<file path="config.mk">
export PLATFORM = sky130hd
export DESIGN_NAME = dual_stack_set_difference
export DESIGN_NICKNAME = d
export VERILOG_FILES = /design/src/rtl/core/dssd_pkg.sv /design/src/rtl/core/dssd_outq.sv /design/src/rtl/core/dssd_ctrl.sv /design/src/rtl/core/dssd_dpath.sv /design/src/rtl/core/dual_stack_set_difference.sv
export SDC_FILE = /design/constraint.sdc
export NUM_CORES = 1
export LEC_CHECK = 0
export ABC_CLOCK_PERIOD_IN_PS = 6300
export CORE_ASPECT_RATIO = 1.5
export CORE_MARGIN = 4
export CORE_UTILIZATION = 45
export CTS_CLUSTER_SIZE = 16
export DETAILED_ROUTE_END_ITERATION = 7
export DONT_BUFFER_PORTS = 1
export HOLD_SLACK_MARGIN = 0.15
export PLACE_DENSITY_LB_ADDON = 0.1
export SYNTH_ARGS = -nofsm -noshare
export SYNTH_HDL_FRONTEND = slang
export SYNTH_SLANG_ARGS = --single-unit
export TNS_END_PERCENT = 20
</file>
<file path="constraint.sdc">
create_clock -name clk_i -period 6.3 [get_ports clk_i]
set_clock_uncertainty 0.05 [all_clocks]
set_input_delay 0.945 -clock clk_i [delete_from_list [all_inputs] [get_ports clk_i]]
set_output_delay 0.945 -clock clk_i [all_outputs]
set_load 0.1 [all_outputs]
</file>
<file path="src/rtl/core/dssd_pkg.sv">
// Shared types and constants for the dual stack set difference block.
package dssd_pkg;

  localparam int DEPTH = 16;
  localparam int CNT_W = $clog2(DEPTH + 1);
  localparam int IDX_W = $clog2(DEPTH);

  typedef logic signed [31:0] word_t;

  typedef enum logic [2:0] {
    ACT_PUSH_A = 3'd0,
    ACT_PUSH_B = 3'd1,
    ACT_POP_A  = 3'd2,
    ACT_POP_B  = 3'd3,
    ACT_DIFF   = 3'd4
  } act_e;

  typedef enum logic [2:0] {
    ST_DONE        = 3'd0,
    ST_ELEM        = 3'd1,
    ST_POP_EMPTY   = 3'd2,
    ST_PUSH_FULL   = 3'd3,
    ST_STACK_EMPTY = 3'd4,
    ST_NONE_LEFT   = 3'd5
  } st_e;

  typedef struct packed {
    word_t value;
    st_e   status;
    logic  last;
  } res_t;

  // Commands from the controller to the datapath.
  typedef struct packed {
    logic exec_simple;
    logic start_walk;
    logic clr_j;
    logic lat_e;
    logic j_inc;
    logic keep;
    logic i_inc;
    logic finish;
    logic i_dec;
    logic push_none;
    logic push_elem;
  } cmd_t;

  // Status from the datapath to the controller.
  typedef struct packed {
    logic diff_ok;
    logic q_room;
    logic match;
    logic j_last;
    logic i_last;
    logic kept_zero;
    logic i_zero;
  } stat_t;

endpackage

</file>
<file path="src/rtl/core/dssd_outq.sv">
// Two-entry result queue that decouples the datapath from the output stream.
module dssd_outq import dssd_pkg::*; (
  input  logic clk_i,
  input  logic rst_ni,
  input  logic push_i,
  input  res_t data_i,
  output logic room_o,
  output logic valid_o,
  input  logic ready_i,
  output res_t data_o
);

  res_t       ent_q [2];
  logic       wr_q, wr_d;
  logic       rd_q, rd_d;
  logic [1:0] cnt_q, cnt_d;
  logic       pop;

  assign valid_o = (cnt_q != 2'd0);
  assign room_o  = (cnt_q != 2'd2);
  assign data_o  = ent_q[rd_q];
  assign pop     = valid_o && ready_i;

  always_comb begin
    wr_d  = push_i ? ~wr_q : wr_q;
    rd_d  = pop ? ~rd_q : rd_q;
    cnt_d = cnt_q + {1'b0, push_i} - {1'b0, pop};
  end

  always_ff @(posedge clk_i or negedge rst_ni) begin
    if (!rst_ni) begin
      wr_q  <= 1'b0;
      rd_q  <= 1'b0;
      cnt_q <= 2'd0;
    end else begin
      wr_q  <= wr_d;
      rd_q  <= rd_d;
      cnt_q <= cnt_d;
    end
  end

  always_ff @(posedge clk_i) begin
    if (push_i) begin
      ent_q[wr_q] <= data_i;
    end
  end

endmodule

</file>
<file path="src/rtl/core/dssd_ctrl.sv">
// Controller state machine: sequences simple actions and the difference walk.
module dssd_ctrl import dssd_pkg::*; (
  input  logic  clk_i,
  input  logic  rst_ni,
  input  logic  s_valid_i,
  output logic  s_ready_o,
  input  stat_t stat_i,
  output cmd_t  cmd_o
);

  typedef enum logic [7:0] {
    S_IDLE  = 8'b0000_0001,
    S_A_RD  = 8'b0000_0010,
    S_A_LAT = 8'b0000_0100,
    S_B_RD  = 8'b0000_1000,
    S_B_CHK = 8'b0001_0000,
    S_FIN   = 8'b0010_0000,
    S_E_RD  = 8'b0100_0000,
    S_E_OUT = 8'b1000_0000
  } state_e;

  state_e state_q, state_d;

  always_comb begin
    state_d   = state_q;
    cmd_o     = '0;
    s_ready_o = 1'b0;
    case (state_q)
      S_IDLE: begin
        s_ready_o = stat_i.q_room;
        if (s_valid_i && stat_i.q_room) begin
          if (stat_i.diff_ok) begin
            cmd_o.start_walk = 1'b1;
            state_d          = S_A_RD;
          end else begin
            cmd_o.exec_simple = 1'b1;
          end
        end
      end
      S_A_RD: begin
        cmd_o.clr_j = 1'b1;
        state_d     = S_A_LAT;
      end
      S_A_LAT: begin
        cmd_o.lat_e = 1'b1;
        state_d     = S_B_RD;
      end
      S_B_RD: begin
        state_d = S_B_CHK;
      end
      S_B_CHK: begin
        if (!stat_i.match && !stat_i.j_last) begin
          cmd_o.j_inc = 1'b1;
          state_d     = S_B_RD;
        end else begin
          cmd_o.keep = !stat_i.match;
          if (stat_i.i_last) begin
            state_d = S_FIN;
          end else begin
            cmd_o.i_inc = 1'b1;
            state_d     = S_A_RD;
          end
        end
      end
      S_FIN: begin
        if (!stat_i.kept_zero) begin
          cmd_o.finish = 1'b1;
          state_d      = S_E_RD;
        end else if (stat_i.q_room) begin
          cmd_o.finish    = 1'b1;
          cmd_o.push_none = 1'b1;
          state_d         = S_IDLE;
        end
      end
      S_E_RD: begin
        state_d = S_E_OUT;
      end
      S_E_OUT: begin
        if (stat_i.q_room) begin
          cmd_o.push_elem = 1'b1;
          if (stat_i.i_zero) begin
            state_d = S_IDLE;
          end else begin
            cmd_o.i_dec = 1'b1;
            state_d     = S_E_RD;
          end
        end
      end
      default: begin
        state_d = S_IDLE;
      end
    endcase
  end

  always_ff @(posedge clk_i or negedge rst_ni) begin
    if (!rst_ni) begin
      state_q <= S_IDLE;
    end else begin
      state_q <= state_d;
    end
  end

endmodule

</file>
<file path="src/rtl/core/dssd_dpath.sv">
// Datapath: both stack memories, counters, walk indexes and the compare.
module dssd_dpath import dssd_pkg::*; (
  input  logic        clk_i,
  input  logic        rst_ni,
  input  logic [2:0]  s_act_i,
  input  word_t       s_value_i,
  input  cmd_t        cmd_i,
  output stat_t       stat_o,
  output logic        m_valid_o,
  input  logic        m_ready_i,
  output res_t        m_data_o
);

  word_t mem_a [DEPTH];
  word_t mem_b [DEPTH];
  word_t rdata_a_q, rdata_b_q;
  word_t e_q;

  logic [CNT_W-1:0] fc_q, fc_d, sc_q, sc_d, kept_q, kept_d;
  logic [IDX_W-1:0] i_q, i_d, j_q, j_d;

  act_e             act;
  st_e              simple_st;
  logic             a_push, b_push, a_we;
  logic [IDX_W-1:0] a_waddr;
  word_t            a_wdata;
  logic             q_push, q_room;
  res_t             q_data;

  assign act = act_e'(s_act_i);

  always_comb begin
    fc_d      = fc_q;
    sc_d      = sc_q;
    simple_st = ST_DONE;
    a_push    = 1'b0;
    b_push    = 1'b0;
    if (cmd_i.exec_simple) begin
      case (act)
        ACT_PUSH_A: begin
          if (fc_q == CNT_W'(DEPTH)) begin
            simple_st = ST_PUSH_FULL;
          end else begin
            a_push = 1'b1;
            fc_d   = fc_q + CNT_W'(1);
          end
        end
        ACT_PUSH_B: begin
          if (sc_q == CNT_W'(DEPTH)) begin
            simple_st = ST_PUSH_FULL;
          end else begin
            b_push = 1'b1;
            sc_d   = sc_q + CNT_W'(1);
          end
        end
        ACT_POP_A: begin
          if (fc_q == '0) begin
            simple_st = ST_POP_EMPTY;
          end else begin
            fc_d = fc_q - CNT_W'(1);
          end
        end
        ACT_POP_B: begin
          if (sc_q == '0) begin
            simple_st = ST_POP_EMPTY;
          end else begin
            sc_d = sc_q - CNT_W'(1);
          end
        end
        ACT_DIFF: begin
          // Reaches here only when one of the stacks is empty.
          simple_st = ST_STACK_EMPTY;
        end
        default: begin
          simple_st = ST_DONE;
        end
      endcase
    end
    if (cmd_i.finish) begin
      fc_d = kept_q;
    end
  end

  always_comb begin
    i_d    = i_q;
    j_d    = j_q;
    kept_d = kept_q;
    if (cmd_i.start_walk) begin
      i_d    = '0;
      kept_d = '0;
    end
    if (cmd_i.i_inc) begin
      i_d = i_q + IDX_W'(1);
    end
    if (cmd_i.finish) begin
      i_d = IDX_W'(kept_q - CNT_W'(1));
    end
    if (cmd_i.i_dec) begin
      i_d = i_q - IDX_W'(1);
    end
    if (cmd_i.keep) begin
      kept_d = kept_q + CNT_W'(1);
    end
    if (cmd_i.clr_j) begin
      j_d = '0;
    end
    if (cmd_i.j_inc) begin
      j_d = j_q + IDX_W'(1);
    end
  end

  always_ff @(posedge clk_i or negedge rst_ni) begin
    if (!rst_ni) begin
      fc_q   <= '0;
      sc_q   <= '0;
      kept_q <= '0;
      i_q    <= '0;
      j_q    <= '0;
    end else begin
      fc_q   <= fc_d;
      sc_q   <= sc_d;
      kept_q <= kept_d;
      i_q    <= i_d;
      j_q    <= j_d;
    end
  end

  always_ff @(posedge clk_i) begin
    if (cmd_i.lat_e) begin
      e_q <= rdata_a_q;
    end
  end

  // Survivors are written back at the kept index, which never passes the read index.
  assign a_we    = a_push || cmd_i.keep;
  assign a_waddr = cmd_i.keep ? kept_q[IDX_W-1:0] : fc_q[IDX_W-1:0];
  assign a_wdata = cmd_i.keep ? e_q : s_value_i;

  always_ff @(posedge clk_i) begin
    if (a_we) begin
      mem_a[a_waddr] <= a_wdata;
    end
    rdata_a_q <= mem_a[i_q];
  end

  always_ff @(posedge clk_i) begin
    if (b_push) begin
      mem_b[sc_q[IDX_W-1:0]] <= s_value_i;
    end
    rdata_b_q <= mem_b[j_q];
  end

  assign stat_o.diff_ok   = (act == ACT_DIFF) && (fc_q != '0) && (sc_q != '0);
  assign stat_o.q_room    = q_room;
  assign stat_o.match     = (rdata_b_q == e_q);
  assign stat_o.j_last    = ((CNT_W'(j_q) + CNT_W'(1)) == sc_q);
  assign stat_o.i_last    = ((CNT_W'(i_q) + CNT_W'(1)) == fc_q);
  assign stat_o.kept_zero = (kept_q == '0);
  assign stat_o.i_zero    = (i_q == '0);

  always_comb begin
    q_push = cmd_i.exec_simple || cmd_i.push_none || cmd_i.push_elem;
    if (cmd_i.push_elem) begin
      q_data = '{value: rdata_a_q, status: ST_ELEM, last: (i_q == '0)};
    end else if (cmd_i.push_none) begin
      q_data = '{value: '0, status: ST_NONE_LEFT, last: 1'b1};
    end else begin
      q_data = '{value: '0, status: simple_st, last: 1'b1};
    end
  end

  dssd_outq u_outq (
    .clk_i   (clk_i),
    .rst_ni  (rst_ni),
    .push_i  (q_push),
    .data_i  (q_data),
    .room_o  (q_room),
    .valid_o (m_valid_o),
    .ready_i (m_ready_i),
    .data_o  (m_data_o)
  );

endmodule

</file>
<file path="src/rtl/core/dual_stack_set_difference.sv">
// Top level of the dual stack set difference block: controller, datapath, checks.
//
//   Channel   Direction  tdata            tuser         tlast
//   s_axis    in         value [31:0]     action [2:0]  -
//   m_axis    out        value_res [31:0] status [2:0]  last of the run
//
// Push, pop, an undefined action and a difference with an empty stack take one
// cycle per beat; the input is taken while the controller is idle and the
// two-entry result queue has room. A difference walk reads the F elements of
// the first stack, makes at most S compares each against the second stack,
// writes back the K survivors and sends them out top first, using the single
// read port of each stack memory. Reset clears both counts; the stack memories
// are not cleared. A stalled output holds the queue and, once it is full, the walk.
module dual_stack_set_difference import dssd_pkg::*; (
  input  logic         clk_i,
  input  logic         rst_ni,
  // Input beats.
  input  logic         s_axis_tvalid,
  output logic         s_axis_tready,
  input  logic signed [31:0] s_axis_tdata,  // [31:0] value
  input  logic [2:0]   s_axis_tuser,        // [2:0] action
  // Result beats.
  output logic         m_axis_tvalid,
  input  logic         m_axis_tready,
  output logic signed [31:0] m_axis_tdata,  // [31:0] value_res
  output logic [2:0]   m_axis_tuser,        // [2:0] status
  output logic         m_axis_tlast
);

  cmd_t  cmd;
  stat_t stat;
  res_t  res;

  // The controller decides what happens each cycle; the datapath only obeys.
  dssd_ctrl u_ctrl (
    .clk_i     (clk_i),
    .rst_ni    (rst_ni),
    .s_valid_i (s_axis_tvalid),
    .s_ready_o (s_axis_tready),
    .stat_i    (stat),
    .cmd_o     (cmd)
  );

  // The datapath holds both stacks and the result queue.
  dssd_dpath u_dpath (
    .clk_i     (clk_i),
    .rst_ni    (rst_ni),
    .s_act_i   (s_axis_tuser),
    .s_value_i (s_axis_tdata),
    .cmd_i     (cmd),
    .stat_o    (stat),
    .m_valid_o (m_axis_tvalid),
    .m_ready_i (m_axis_tready),
    .m_data_o  (res)
  );

  assign m_axis_tdata = res.value;
  assign m_axis_tuser = res.status;
  assign m_axis_tlast = res.last;

  // A result is never pushed into a full queue.
  a_no_overflow: assert property (@(posedge clk_i) disable iff (!rst_ni)
    (cmd.exec_simple || cmd.push_none || cmd.push_elem) |-> stat.q_room)
    else $error("result pushed into a full queue");

  // A walk only starts when both stacks hold something.
  a_walk_ok: assert property (@(posedge clk_i) disable iff (!rst_ni)
    cmd.start_walk |-> stat.diff_ok)
    else $error("difference walk started with an empty stack");

  // Once a walk starts, no further input beat is taken on the next cycle.
  a_walk_blocks: assert property (@(posedge clk_i) disable iff (!rst_ni)
    cmd.start_walk |=> !s_axis_tready)
    else $error("input taken during a difference walk");

  // Every beat that is not a surviving element closes its run.
  a_single_last: assert property (@(posedge clk_i) disable iff (!rst_ni)
    (m_axis_tvalid && (m_axis_tuser != ST_ELEM)) |-> m_axis_tlast)
    else $error("non-element result without last");

endmodule

</file>
==> results of run 1 <==
[metal layers]
metal | share of wire, % | vias up | global-route usage (%)
met5 | 0 | - | 0
met3 | 5.3 | 134 | 3.37
li1 | - | 9800 | -
met4 | 2.2 | 0 | 5.62
met2 | 52 | 571 | 36.4
met1 | 40 | 11976 | 27.2
[layout make-up]
| cell class | instances | area share (%) |
|---|---|---|
| Sequential cell | 1227 | 67.5 |
| Clock inverter | 70 | 1.42 |
| Antenna cell | 4 | 0.0187 |
| Clock buffer | 144 | 5.82 |
| Tap cell | 1396 | 3.27 |
| Timing Repair Buffer | 51 | 0.792 |
| Multi-Input combinational cell | 1021 | 21.1 |
| Inverter | 20 | 0.141 |
[state kept, by name, summed over array words and instances (netlist names)]
| signal | cells |
|---|---|
| u_dpath.mem_b | 512 |
| u_dpath.mem_a | 512 |
| u_dpath.u_outq.wr_q | 1 |
| u_dpath.i_q | 4 |
| u_dpath.rdata_a_q | 32 |
| u_dpath.fc_q | 5 |
| u_dpath.u_outq.cnt_q | 2 |
| u_dpath.e_q | 32 |
| u_dpath.u_outq.ent_q | 72 |
| u_dpath.rdata_b_q | 32 |
| u_dpath.j_q | 4 |
| u_dpath.kept_q | 5 |
| u_ctrl.state_q | 8 |
| u_dpath.u_outq.rd_q | 1 |
| u_dpath.sc_q | 5 |
[kinds of logic (layout without fill, tap and decap cells)]
| family | count (synthesis) | count (layout) |
|---|---|---|
| flip-flops | 1227 | 1227 |
| multiplexers | 423 | 423 |
| AND/OR/NAND/NOR | 299 | 299 |
| AO/OA/AOI/OAI | 223 | 223 |
| buffers and inverters | 141 | 285 |
| XOR/XNOR | 61 | 61 |
| adder cells (fa/ha/maj) | 15 | 15 |
| other | 0 | 4 |
[worst paths after layout]
check	from	end	cells past startpoint
hold / removal	s_axis_tdata[15]	u_dpath.mem_b[1][15]$_DFFE_PP_	0
hold reg to reg	u_dpath.rdata_a_q[8]$_DFF_P_	u_dpath.e_q[8]$_DFFE_PP_	0
setup / recovery	u_dpath.e_q[9]$_DFFE_PP_	u_dpath.mem_a[1][4]$_DFFE_PP_	9
min in group asynchronous	rst_ni	u_dpath.sc_q[2]$_DFFE_PN0P_	2
max in group asynchronous	rst_ni	u_ctrl.state_q[0]$_DFFE_PN1P_	2
setup reg to reg	u_dpath.e_q[9]$_DFFE_PP_	u_dpath.mem_a[1][4]$_DFFE_PP_	9
[synth_stat cells (3+ instances only)]
cell type / number
mux2i_1: 126
a21o_1: 6
nor3b_1: 5
buf_1: 22
xor2_1: 12
dfxtp_1: 64
and2_1: 34
dfrtp_1: 34
nand2_1: 126
inv_1: 20
buf_2: 32
edfxtp_1: 1128
a31oi_1: 4
nand4b_1: 4
mux2_2: 73
nor2b_1: 4
ha_1: 13
o32ai_1: 4
nand3_1: 16
or4_1: 3
nor3_1: 14
nand4_1: 12
o211ai_1: 4
nand2b_1: 11
a221oi_1: 33
a21oi_1: 47
xnor2_1: 48
nor2_1: 42
nor4_1: 4
o21ai_0: 60
mux4_2: 224
a22oi_1: 33
clkbuf_1: 65
o22ai_1: 12
nand3b_1: 5
[per-stage QoR]
stage                     hold WS [ps]  worst slack, ps  instances
final                              288             1830       3933
after global routing               260             1680       3929
after CTS                          235             1830       3929
after detailed placement           367             1830       3713
after global placement             365             1760       3713
after floorplan                    350             1570       2389
[power by group]
group,internal [mW],switching (mW)
Clock,4.10,2.97
Sequential,9.29,0.463
Combinational,1.44,2.87
Total,14.8,6.30
==> results.sh, run 1 <==
export IMPL_antenna_found_initial=9
export IMPL_status="completed"
export IMPL_cpLargestDelayFamily="simple AND/OR/NAND/NOR gates"
export IMPL_cp_num_buf_inv=2
export IMPL_ys_seq_area_share_pct=75.9
export IMPL_post_synth_xor_area_fraction_pct=1.16
export IMPL_overflow=0
export IMPL_cts_tree="done"
export IMPL_cts_sinks=1227
export IMPL_synth_area_um2=47500
export IMPL_layout_commonest_cell="edfxtp_1"
export IMPL_coreArea_um2=105000
export IMPL_cts_root_buf="clkbuf_16"
export IMPL_cellLeakagePower_nw=16.9
export IMPL_dr_pass1_iters=5
export IMPL_fin_nets=2489
export IMPL_synth_compound_gate_area_share_pct=3.12
export IMPL_numPortBuffers=0
export IMPL_fin_tns_setup_ps=0
export IMPL_cts_buffer_depth=3
export IMPL_async_flop_share_pct=2.85
export IMPL_num_vias=22481
export IMPL_dpl_cell_area_um2=49500
export IMPL_cp_slowest_stage_delay_ps=960
export IMPL_grt_usage_pct=20.8
export IMPL_hold_class="input pin to flip-flop"
export IMPL_synthFlopType="edfxtp_1"
export IMPL_cts_buffers=114
export IMPL_maxCapViolCount=0
export IMPL_final_antenna_net_count=0
export IMPL_htreeDepth=3
export IMPL_setup_worst_path_end_class="flip-flop"
export IMPL_synth_simple_area_share_pct=3.21
export IMPL_hold_violations=0
export IMPL_final_util_pct=51.1
export IMPL_area_growth_syn_to_layout_pct=12.5
export IMPL_power_mw=21.1
export IMPL_drc=0
export IMPL_tightest_slew_ps=1330
export IMPL_avgSynthCellArea_um2=19.9
export IMPL_dieHeight_um=406
export IMPL_grt_pass1_wl_mm=167
export IMPL_dp_hpwl_mm=67.9
export IMPL_fmax_ghz=0.224
export IMPL_ctsHoldBuffers=2
export IMPL_final_seq_area_um2=36000
export IMPL_period_share_pct=70.9
export IMPL_wire_per_inst_um=29.1
export IMPL_muxShareOfSynthArea_pct=15.0
export IMPL_initial_core_util_pct=45.4
export IMPL_synthAdderAreaFrac_pct=0.427
export IMPL_synthTopCellsByArea="edfxtp_1, mux4_2, dfxtp_1"
export IMPL_vdd_ir_drop_max_v=0.000326
export IMPL_cp_start_kind="flip-flop"
export IMPL_crit_slowest_cell="nor4_1"
export IMPL_grt_max_degree=113
export IMPL_ys_types=71
export IMPL_p_per_area_nw_per_um2=396
export IMPL_grt_pass1_vias=23506
export IMPL_ys_warn_count=0
export IMPL_synthCells=2389
export IMPL_drive_gt1_share_pct=23.3
export IMPL_multi_input_area_um2=11300
export IMPL_die_area_um2=111000
export IMPL_critical_path_required_ps=6630
export IMPL_grt_setup_unrepaired="false"
export IMPL_cp_common_cell="buf_4"
export IMPL_die_w_um=273
export IMPL_setup_viol=0
export IMPL_synth_top_family_by_area="multiplexers"
export IMPL_final_cell_mix="edfxtp_1, mux4_2, nand2_1, mux2i_1, clkbuf_16"
export IMPL_finalCriticalPeriod_ps=4470
export IMPL_gp_congestion=0.803
export IMPL_synth_edff_count=1128
export IMPL_path_cells="xnor2_1 -> nand4_1 -> nor4_1 -> a21oi_1 -> nand2b_2 -> buf_4 -> or3_1 -> o32ai_4 -> buf_4"
export IMPL_path_clk_slew_ps=60
export IMPL_synth_seq_cells=1227
export IMPL_core_rowCount=145
export IMPL_cts_post_setup_buffers_inserted=0
export IMPL_design_area_um2=53400
export IMPL_cp_data_arrival_time_ps=4800
export IMPL_slew_violations=0
export IMPL_ctsResizeCount=0
export IMPL_relSlewSlack_pct=10.7
export IMPL_drtIter0Drc=1812
export IMPL_via_per_inst=5.72
export IMPL_fill_cells=8441
export IMPL_clock_latency_ps=700
export IMPL_wl_mm=115
export IMPL_synth_top_area_share_pct=71.3
export IMPL_crit_fanout=43
export IMPL_num_io_pins=77
export IMPL_synth_fp_nets=2443
export IMPL_yosys_area_top_type="edfxtp_1"
export IMPL_path_class="flip-flop to flip-flop"
export IMPL_rrSetupSlack_ps=1830
Power figures use the tool's default switching activity.
==> run 2: changes to the inputs <==
- ABC_CLOCK_PERIOD_IN_PS: 6300 -> 4700
- clock period: 6.3 -> 4.7 ns (I/O delays scaled with it)
==> run 2 against run 1 <==
  * Non-clock buffer count increased by 44
  * Critical path type unchanged
  * Fmax increased by 16%
  * Core utilization rose by 0.51 points
  * Hold slack got worse by 70 ps
  * Largest power group unchanged
  * Total power up 33%
  * Via count rose by 2.0%
  * Largest cell class unchanged
==> results.sh, run 2 (same netlist as run 1, synthesis figures left out) <==
export IMPL_status="completed"
export IMPL_dpl_cell_area_um2=49800
export IMPL_setup_worst_path_end_class="flip-flop"
export IMPL_drive_gt1_share_pct=23.0
export IMPL_cp_start_kind="flip-flop"
export IMPL_final_cell_mix="edfxtp_1, mux4_2, nand2_1, mux2i_1, clkbuf_16"
export IMPL_power_mw=28.1
export IMPL_period_share_pct=81.7
export IMPL_fill_cells=8336
export IMPL_cp_data_arrival_time_ps=4190
export IMPL_num_vias=22928
export IMPL_dp_hpwl_mm=70.4
export IMPL_die_area_um2=111000
export IMPL_dieHeight_um=406
export IMPL_grt_pass1_vias=24150
export IMPL_final_setup_worst_slack_ps=858
export IMPL_fin_tns_setup_ps=0
export IMPL_drtIter0Drc=2041
export IMPL_hold_class="input pin to flip-flop"
export IMPL_grt_setup_unrepaired="false"
export IMPL_fin_nets=2535
export IMPL_grt_max_degree=97
export IMPL_num_io_pins=77
export IMPL_antenna_found_initial=34
export IMPL_dr_pass1_iters=6
export IMPL_cts_sinks=1227
export IMPL_drc=0
export IMPL_die_w_um=273
export IMPL_initial_core_util_pct=45.4
export IMPL_wire_per_inst_um=29.6
export IMPL_tightest_slew_ps=1120
export IMPL_path_clk_slew_ps=60
export IMPL_vdd_ir_drop_max_v=0.000378
export IMPL_p_per_area_nw_per_um2=521
export IMPL_slew_violations=0
export IMPL_layout_commonest_cell="edfxtp_1"
export IMPL_place_ws_ps=833
export IMPL_cts_tree="done"
export IMPL_critical_path_required_ps=5050
export IMPL_grt_usage_pct=21.6
export IMPL_cts_buffer_depth=3
export IMPL_gp_congestion=0.805
export IMPL_clock_latency_ps=710
export IMPL_core_rowCount=145
export IMPL_coreArea_um2=105000
export IMPL_ctsResizeCount=0
export IMPL_setup_viol=0
export IMPL_path_class="flip-flop to flip-flop"
export IMPL_numPortBuffers=0
export IMPL_area_growth_syn_to_layout_pct=13.6
export IMPL_relSlewSlack_pct=25.5
export IMPL_cts_buffers=116
export IMPL_finalCriticalPeriod_ps=3840
export IMPL_crit_fanout=17
export IMPL_grt_pass1_wl_mm=172
export IMPL_cellLeakagePower_nw=17.1
export IMPL_cts_root_buf="clkbuf_16"
export IMPL_maxCapViolCount=0
export IMPL_hold_violations=0
export IMPL_htreeDepth=3
export IMPL_design_area_um2=54000
export IMPL_via_per_inst=5.72
export IMPL_fmax_ghz=0.260
export IMPL_final_antenna_net_count=0
export IMPL_overflow=0
export IMPL_wl_mm=119
run 2: cell count changes in the layout (fill, tap and decap cells not counted), moves of 4 or more:
cell,change
clkbuf_1,+9
clkinv_1,+4
bufinv_16,-6
clkinv_2,+4
buf_12,+14
diode_2,+23
clkinvlp_4,-4
dlygate4sd3_1,+33
run 2: per-layer routing:
| layer | GRT usage (%) | wire, um | vias up | share of wire (%) |
|---|---|---|---|---|
| li1 | - | - | 9925 | - |
| met1 | 26.8 | 45600 | 12213 | 38 |
| met2 | 39.0 | 63900 | 616 | 54 |
| met3 | 3.49 | 6470 | 168 | 5.4 |
| met4 | 6.32 | 2780 | 6 | 2.3 |
| met5 | 0 | 29 | - | 0.024 |
run 2: layout make-up:
| type | instances | area, um2 | share of cell area (%) |
|---|---|---|---|
| antenna | 27 | 67.6 | 0.125 |
| clock buffer | 153 | 3180 | 5.89 |
| clock inverter | 67 | 577 | 1.07 |
| inverter | 20 | 75.1 | 0.139 |
| multi-input combinational | 1021 | 11300 | 20.9 |
| sequential | 1227 | 36000 | 66.8 |
| tap | 1396 | 1750 | 3.24 |
| timing repair buffer | 95 | 1010 | 1.87 |
run 2: timing repair:
| action | CTS | global route |
|---|---|---|
| hold buffers | 35 | 0 |
| setup buffers | 0 | 0 |
| hold endpoints to repair | 548 | 0 |
run 2: path summary, 6_finish.rpt:
check                                              start                             end  slack [ps]  cells after the start
min in group asynchronous                         rst_ni     u_dpath.fc_q[1]$_DFFE_PN0P_         430                      2
hold reg to reg            u_dpath.rdata_a_q[27]$_DFF_P_       u_dpath.e_q[27]$_DFFE_PP_         380                      0
hold / removal                           s_axis_tuser[0]     u_dpath.fc_q[4]$_DFFE_PN0P_         220                      3
max in group asynchronous                         rst_ni   u_ctrl.state_q[0]$_DFFE_PN1P_        3920                      2
setup / recovery           u_ctrl.state_q[2]$_DFFE_PN0P_  u_dpath.mem_a[7][16]$_DFFE_PP_         860                      7
setup reg to reg           u_ctrl.state_q[2]$_DFFE_PN0P_  u_dpath.mem_a[7][16]$_DFFE_PP_         860                      7
run 2: report_power, final:
| group | internal [mW] | switching (mW) |
|---|---|---|
| combinational | 1.99 | 3.83 |
| clock | 5.24 | 3.99 |
| sequential | 12.5 | 0.623 |
run 2: worst max-delay path, cell delays in order (launching register included):
cell and delay, ps:
dfrtp_1 480, nor4_4 470, nand4b_1 300, a21oi_1 290, nand2b_2 260, or3b_1 620
o22ai_4 770, buf_12 270
run 2: metrics by stage:
stage	hold slack [ps]	std cells	util, %
2_1_floorplan	350	2389	-
3_3_place_gp	363	3724	47.6
3_5_place_dp	362	3724	47.6
4_1_cts	161	3979	51.6
5_1_grt	213	3987	51.6
6_report	218	4006	51.6
